File: src/rtl/tsrwa_pkg.sv
// Shared types, constants and command/status structs for the timed sample ring.
package tsrwa_pkg;

  localparam int Depth = 128;
  localparam int PtrW = $clog2(Depth);
  localparam int CntW = PtrW + 1;
  localparam int SeqW = 32;
  localparam int TimeW = 48;
  localparam int ValW = 28;
  localparam int WinW = 32;
  localparam int GmaxW = 8;
  localparam int SumW = ValW + CntW;
  localparam logic [TimeW-1:0] FreshMs = TimeW'(2000);
  localparam logic [TimeW-1:0] GraphMs = TimeW'(10000);
  localparam logic [GmaxW-1:0] MaxOut = GmaxW'(64);

  localparam logic [1:0] FuncAdd = 2'd0;
  localparam logic [1:0] FuncReset = 2'd1;
  localparam logic [1:0] FuncAvg = 2'd2;
  localparam logic [1:0] FuncGraph = 2'd3;

  typedef enum logic [3:0] {
    ST_IDLE,
    ST_DECODE,
    ST_FRESH_RD,
    ST_FRESH_CHK,
    ST_SCAN,
    ST_SCAN_END,
    ST_DIV,
    ST_EMIT_ONE,
    ST_GRAPH_SETUP,
    ST_GRAPH_RUN,
    ST_GRAPH_END
  } state_t;

  // Controller to datapath commands.
  typedef struct packed {
    logic load_item;
    logic do_add;
    logic do_reset;
    logic rd_newest;
    logic latch_fresh;
    logic scan_step;
    logic div_start;
    logic graph_setup;
    logic emit_simple;
    logic emit_graph;
  } cmd_t;

  // Datapath to controller status.
  typedef struct packed {
    logic [1:0] func;
    logic scan_done;
    logic div_done;
    logic graph_empty;
    logic graph_done;
    logic out_busy;
  } stat_t;

  typedef struct packed {
    logic accepted;
    logic [GmaxW-1:0] sample_count;
    logic [ValW-1:0] mean_value;
    logic [ValW-1:0] graph_value;
    logic item_valid;
    logic last;
  } result_t;

  typedef struct packed {
    logic [1:0] func;
    logic [SeqW-1:0] sequence_req;
    logic [TimeW-1:0] time_ms;
    logic [ValW-1:0] value_a;
    logic [ValW-1:0] value_b;
    logic field_select;
    logic [WinW-1:0] window_ms;
    logic [GmaxW-1:0] graph_max;
  } item_t;

endpackage

File: src/rtl/tsrwa_ctrl.sv
// Sequencing state machine for the timed sample ring.
module tsrwa_ctrl import tsrwa_pkg::*; (
  input  logic  clk,
  input  logic  rst,
  input  logic  in_valid,
  output logic  in_ready,
  input  stat_t stat,
  output cmd_t  cmd
);

  state_t state, state_next;

  always_ff @(posedge clk) begin
    if (rst) begin
      state <= ST_IDLE;
    end else begin
      state <= state_next;
    end
  end

  always_comb begin
    state_next = state;
    case (state)
      ST_IDLE: begin
        if (in_valid) state_next = ST_DECODE;
      end
      ST_DECODE: begin
        if (stat.func == FuncAdd || stat.func == FuncReset) begin
          state_next = ST_EMIT_ONE;
        end else begin
          state_next = ST_FRESH_RD;
        end
      end
      ST_FRESH_RD: state_next = ST_FRESH_CHK;
      ST_FRESH_CHK: state_next = ST_SCAN;
      ST_SCAN: begin
        if (stat.scan_done) state_next = ST_SCAN_END;
      end
      ST_SCAN_END: begin
        if (stat.func == FuncAvg) begin
          state_next = ST_DIV;
        end else begin
          state_next = ST_GRAPH_SETUP;
        end
      end
      ST_DIV: begin
        if (stat.div_done) state_next = ST_EMIT_ONE;
      end
      ST_EMIT_ONE: begin
        if (!stat.out_busy) state_next = ST_IDLE;
      end
      ST_GRAPH_SETUP: begin
        if (stat.graph_empty) begin
          state_next = ST_EMIT_ONE;
        end else begin
          state_next = ST_GRAPH_RUN;
        end
      end
      ST_GRAPH_RUN: begin
        if (stat.graph_done) state_next = ST_GRAPH_END;
      end
      ST_GRAPH_END: begin
        if (!stat.out_busy) state_next = ST_IDLE;
      end
      default: state_next = ST_IDLE;
    endcase
  end

  always_comb begin
    cmd = '0;
    in_ready = 1'b0;
    case (state)
      ST_IDLE: begin
        in_ready = 1'b1;
        cmd.load_item = in_valid;
      end
      ST_DECODE: begin
        cmd.do_add = (stat.func == FuncAdd);
        cmd.do_reset = (stat.func == FuncReset);
      end
      ST_FRESH_RD: cmd.rd_newest = 1'b1;
      ST_FRESH_CHK: cmd.latch_fresh = 1'b1;
      ST_SCAN: cmd.scan_step = 1'b1;
      ST_SCAN_END: cmd.div_start = (stat.func == FuncAvg);
      ST_DIV: ;
      ST_EMIT_ONE: cmd.emit_simple = !stat.out_busy;
      ST_GRAPH_SETUP: cmd.graph_setup = 1'b1;
      ST_GRAPH_RUN: cmd.emit_graph = 1'b1;
      ST_GRAPH_END: ;
      default: ;
    endcase
  end

endmodule

File: config.mk
export PLATFORM = sky130hd
export DESIGN_NAME = tsrwa_ctrl
export DESIGN_NICKNAME = d
export VERILOG_FILES = /design/src/rtl/tsrwa_pkg.sv /design/src/rtl/tsrwa_ctrl.sv
export SDC_FILE = /design/constraint.sdc
export NUM_CORES = 1
export LEC_CHECK = 0
export BUFFER_PORTS_ARGS = -buffer_cell sky130_fd_sc_hd__buf_2
export CAP_MARGIN = 10
export CORE_AREA = 2 2 39 41
export DETAILED_ROUTE_END_ITERATION = 6
export DIE_AREA = 0 0 41 43
export SETUP_SLACK_MARGIN = 0.05
export SYNTH_ARGS = -nofsm -noshare
export SYNTH_HDL_FRONTEND = slang
export SYNTH_SLANG_ARGS = --single-unit
File: constraint.sdc
create_clock -name clk -period 2.1 [get_ports clk]
set_clock_uncertainty 0.1 [all_clocks]
set_input_delay 0.21 -clock clk [delete_from_list [all_inputs] [get_ports clk]]
set_output_delay 0.21 -clock clk [all_outputs]
set_load 0.02 [all_outputs]
==> impl_metrics.ini, run 1 <==
[synth]
synth_cell_types = 31
synthFlopType = dfxtp_1
synthesis.area_sq_um = 484
avgSynthCellArea_sq_um = 6.92
ys_async_sr_fraction_pct = 0
synth_edf_count = 0
yosys_warnings = 0
seq_area_frac_synth_pct = 16.5
synth_largest_area_cell = dfxtp_1
syn_inst = 70
ys_ff_latch = 4
yosysTopAreaCellShare_pct = 16.5
synth_area_leaders = dfxtp_1 17%, nand2b_1 12%, nor3_1 8.3%, o32a_1 4.1%, a31oi_1 3.9%
synth_nets = 80

[finish]
antenna_cells = 0
areaGrowthSynthToFinish_pct = 30.5
largest_register_ffs = 4
top_register = state
drive_gt1_share_pct = 34.4
largestRegisters = state x4
post-route-cell-area_sq_um = 632
nNetsFinal = 102

[critical_path]
critical_path_buf_inv_count = 1
r2r-end = state[3]
cp_slowest_stage_delay_ps = 470
critPathTopFamily = simple AND/OR/NAND/NOR gates
critPathMaxFanout = 17
reg2reg_depth = 4
crit_chain = or2_2 -> nor4b_1 -> buf_2
slowest_stage = dfxtp_1
cp-start-kind = register
arrival_ps = 1570
endpoint_kind = primary output
critPathKind = reg -> out
rr_startpoint = state[3]
r2r_slack_ps = 280
cp.required_ps = 1790

[clock_tree]
cts_hold_buf = 0
cts_resized = 0
clk_path_buf_depth = 2
cts_made_buffers = 3
clk_pin_slew_ps = 40
cts_sinks = 4
post-cts-setup-buffer-count = 0
clk_latency_ps = 230
cts_tree = built
htreeDepth = 1
cts_root_buf = clkbuf_4

[global_route]
grt_pass1_wl_microns = 1880
grt_usage_pct = 14.8
antenna_found_initial = 0
grt_pass1_vias = 450
overflow = 0
grt_max_degree = 18

[routing]
route.detailed.drc = 0
routed_wl_microns = 1300
firstDrtPassIters = 4
avgRoutedWirePerCell_microns = 12.3
postRouteAntennaNets = 0
viasPerCell = 5.58
vias = 591
drtIter0Drc = 8

[floorplanning]
rows = 14
die-area_sq_um = 1760
io_pins = 21
dieWidth_microns = 41
core_sq_um = 1380
die-height_microns = 43
start_util_pct = 35.0

[outcome]
status = completed

[placement]
port-buffer-count = 20
hpwl_microns = 933
place_area_sq_um = 608
gp_congestion = 0.752

[sta]
max_freq_ghz = 0.533
finalCritPeriodShare_pct = 89.3
setup_viol = 0
hold_violations = 0
tightest_slew_ps = 539
hold_ws_ps = 98.1
drv_slew = 0
relSlewSlack_pct = 64.0
grt_setup_unrepaired = no
fin_crit_ps = 1880
tns_ps = 0

[power]
leakagePower_nw = 0.295
vdd_drop_max_mv = 0.371
p_per_area_nw_per_um2 = 1110

[hold_path]
hp-start = rst
whs_path_depth = 2
holdCritPathClass = in -> reg
hold_path_end = state[0]

[run]
maxCapViolCount = 0
worst reg2reg max path, cell delays in order (launching register included):
cell	delay, ps
dfxtp_1	630
and3b_1	240
a32oi_1	300
nand3_2	150
mux2_2	290
area by class of cell:
class	instances	area, sq um
Clock buffer	3	22.5
Fill cell	155	752
Inverter	2	7.51
Multi-Input combinational cell	58	378
Sequential cell	4	81.3
Tap cell	16	20.0
Timing Repair Buffer	23	123
metal layers:
layer | up-vias | GRT usage (%) | share of wire (%)
li1 | 300 | - | -
met5 | - | 0 | 0
met1 | 275 | 20.9 | 44
met3 | 0 | 0 | 5.3
met2 | 16 | 23.8 | 51
met4 | 0 | 4.00 | 0
stage by stage:
step | cells | total power, mW | utilization, % | setup WS [ps]
6_report | 106 | 0.704 | 45.7 | 224
5_1_grt | 106 | 0.756 | 45.7 | 88.7
3_5_place_dp | 103 | 0.608 | 43.9 | 297
4_1_cts | 106 | 0.705 | 45.6 | 223
3_3_place_gp | 103 | 0.606 | 43.9 | 337
2_1_floorplan | 70 | 0.485 | - | 99.5
synth_stat cells (2+ instances only):
| cell | n |
|---|---|
| clkbuf_1 | 4 |
| nand2b_1 | 9 |
| nand2_1 | 3 |
| a31oi_1 | 3 |
| nor3_1 | 8 |
| dfxtp_1 | 4 |
| o21ai_0 | 3 |
| inv_1 | 2 |
| nor2_1 | 5 |
| a21oi_1 | 3 |
| buf_2 | 2 |
| and3b_1 | 2 |
| nor4b_1 | 2 |
| o32a_1 | 2 |
| nor2b_1 | 2 |
how the worst max path moves through the flow:
stage / cells after the start / slack (ps) / end / from
after floorplan: 4 / 100 / cmd[9] / state[3]
after global placement: 4 / 340 / state[3] / state[3]
after detailed placement: 4 / 300 / state[3] / state[3]
after CTS: 3 / 220 / cmd[7] / state[0]
after global routing: 3 / 90 / cmd[7] / state[1]
final: 3 / 220 / cmd[7] / state[1]
placed cells by master (no fill, tap or decap), types with 2 or more instances in the layout:
cell type and n:
nor2_1 5, buf_2 20, inv_1 2, nor3_1 8, buf_4 3, clkbuf_4 3
o32a_1 2, dfxtp_1 3, a21oi_1 3, a31oi_1 3, nand2_1 3, o21ai_0 3
nand2b_1 9, nor2b_1 2, and3b_1 2
logic make-up after synthesis:
group / Yosys count / share of synthesized area [%]
flops: 4 / 16.5
simple gates: 40 / 49.6
compound gates: 16 / 22.7
mux: 2 / 4.39
buf+inv: 8 / 6.72
power breakdown:
| group | switching [mW] | leakage (nW) | internal, mW |
|---|---|---|---|
| Clock | 0.0308 | 0.0138 | 0.0639 |
| Combinational | 0.238 | 0.248 | 0.195 |
| Sequential | 0.0739 | 0.0331 | 0.102 |
Note: power is estimated with default switching activity, not from simulation.
==> inputs of run 2 (changes only) <==
--- a/config.mk
+++ b/config.mk
@@ -7,9 +7,12 @@
 export LEC_CHECK = 0
 export BUFFER_PORTS_ARGS = -buffer_cell sky130_fd_sc_hd__buf_2
 export CAP_MARGIN = 10
-export CORE_AREA = 2 2 39 41
+export CELL_PAD_IN_SITES_DETAIL_PLACEMENT = 1
+export CELL_PAD_IN_SITES_GLOBAL_PLACEMENT = 2
+export CORE_UTILIZATION = 24
 export DETAILED_ROUTE_END_ITERATION = 6
-export DIE_AREA = 0 0 41 43
+export MAX_ROUTING_LAYER = met4
+export PLACE_DENSITY_LB_ADDON = 0.1
 export SETUP_SLACK_MARGIN = 0.05
 export SYNTH_ARGS = -nofsm -noshare
 export SYNTH_HDL_FRONTEND = slang
==> constraint.sdc (replaced) <==
create_clock -name clk -period 2.2 [get_ports clk]
set_clock_uncertainty 0.1 [all_clocks]
set_input_delay 0.22 -clock clk [delete_from_list [all_inputs] [get_ports clk]]
set_output_delay 0.22 -clock clk [all_outputs]
set_load 0.02 [all_outputs]
==> impl_metrics.ini, run 2 (synthesis results as in run 1) <==
[outcome]
status = completed

[routing]
drtIter0Drc = 13
vias = 602
avgRoutedWirePerCell_microns = 12.4
firstDrtPassIters = 4
routed_wl_microns = 1420
route.detailed.drc = 0
postRouteAntennaNets = 0
viasPerCell = 5.23

[sta]
relSlewSlack_pct = 64.4
hold_ws_ps = 107
drv_slew = 0
max_freq_ghz = 0.519
tns_ps = 0
finalCritPeriodShare_pct = 87.6
grt_setup_unrepaired = no
hold_violations = 0
setup_viol = 0
tightest_slew_ps = 534
timing.final.ws_setup_ps = 273
fin_crit_ps = 1930

[floorplanning]
core_sq_um = 1800
dieWidth_microns = 46.9
die-area_sq_um = 2200
io_pins = 21
die-height_microns = 46.9
start_util_pct = 26.9
rows = 15

[finish]
antenna_cells = 0
fillers = 238
top_register = state
final_core_util_pct = 35.6
largestRegisters = state x4
multi_input_area_sq_um = 378
seq_area_sq_um = 80.1
mostFrequentLayoutCells = 20 x buf_2, 9 x nand2b_1, 8 x nor3_1, 5 x nor2_1, 4 x dfxtp_1
largest_register_ffs = 4
drive_gt1_share_pct = 33.3
nNetsFinal = 102
areaGrowthSynthToFinish_pct = 32.6
final_common_cell = buf_2

[placement]
pre_cts_ws_ps = 330
gp_congestion = 0.719
hpwl_microns = 1120
port-buffer-count = 20

[critical_path]
critPathMaxFanout = 17
slowest_stage = dfxtp_1
crit_chain = and3b_1 -> a32oi_1 -> nand3_2 -> mux2_2
critPathKind = reg -> reg
cp_slowest_stage_delay_ps = 650
cp-start-kind = register
cp.required_ps = 2220
endpoint_kind = register
arrival_ps = 1950

[global_route]
grt_pass1_vias = 496
grt_pass1_wl_microns = 2290
grt_max_degree = 18
overflow = 0
antenna_found_initial = 0
grt_usage_pct = 14.6

[power]
power.switching_uw = 333
power_frac_seq_pct = 22.1
leakagePower_nw = 0.294
combPwrFrac_pct = 64.2
power_frac_clock_pct = 13.7
p_sw_share_pct = 49.2
power.internal_uw = 344
p_per_area_nw_per_um2 = 1050
vdd_drop_max_mv = 0.278

[hold_path]
holdCritPathClass = in -> reg

[clock_tree]
clk_latency_ps = 230
cts_resized = 0
clk_path_buf_depth = 2
cts_hold_buf = 0
htreeDepth = 1
cts_made_buffers = 3
cts_tree = built
post-cts-setup-buffer-count = 0
cts_sinks = 4
cts_root_buf = clkbuf_4
clk_pin_slew_ps = 40

[run]
maxCapViolCount = 0
run 2: critical path, delay by kind of cell, from the launching register on:
family	cells	cell delay, ps
DFF	1	650
and+or+nand+nor	2	410
AOI/OAI and AO/OA	1	350
muxes	1	300
run 2: stage by stage:
step | total power [mW] | area (sq um) | instances
2_1_floorplan | 0.463 | 490 | 70
3_3_place_gp | 0.591 | 619 | 112
3_5_place_dp | 0.590 | 619 | 112
4_1_cts | 0.686 | 642 | 115
5_1_grt | 0.740 | 642 | 115
6_report | 0.677 | 642 | 115
run 2: power by group through the flow:
stage | sequential [mW] | combinational, mW | clock, mW
2_1_floorplan | 0.114 | 0.349 | 0
3_3_place_gp | 0.153 | 0.437 | 0
3_5_place_dp | 0.151 | 0.440 | 0
4_1_cts | 0.150 | 0.441 | 0.0959
5_1_grt | 0.154 | 0.486 | 0.100
6_report | 0.149 | 0.434 | 0.0930
run 2: path summary, 6_finish.rpt:
| path | start | to | slack (ps) | cells after the start |
|---|---|---|---|---|
| max reg2reg | state[3] | state[3] | 270 | 4 |
| min | rst | state[0] | 110 | 2 |
| max | state[3] | state[3] | 270 | 4 |
| min reg2reg | state[1] | state[1] | 620 | 2 |
run 2: per-layer routing:
layer / vias to the layer above / global-route usage [%] / routed length [microns]
li1: 306 / - / -
met2: 12 / 20.6 / 643
met3: 0 / 1.15 / 40
met1: 284 / 22.2 / 740
met5: - / - / 0
met4: 0 / 3.43 / 0
run 2: cell type report:
cell class / instances / share of cell area [%]
repair buffers: 23 / 19.1
flip-flops and latches: 4 / 12.5
inverters: 2 / 1.17
multi-input cells: 58 / 58.9
well taps: 25 / 4.87
clock buffers: 3 / 3.51
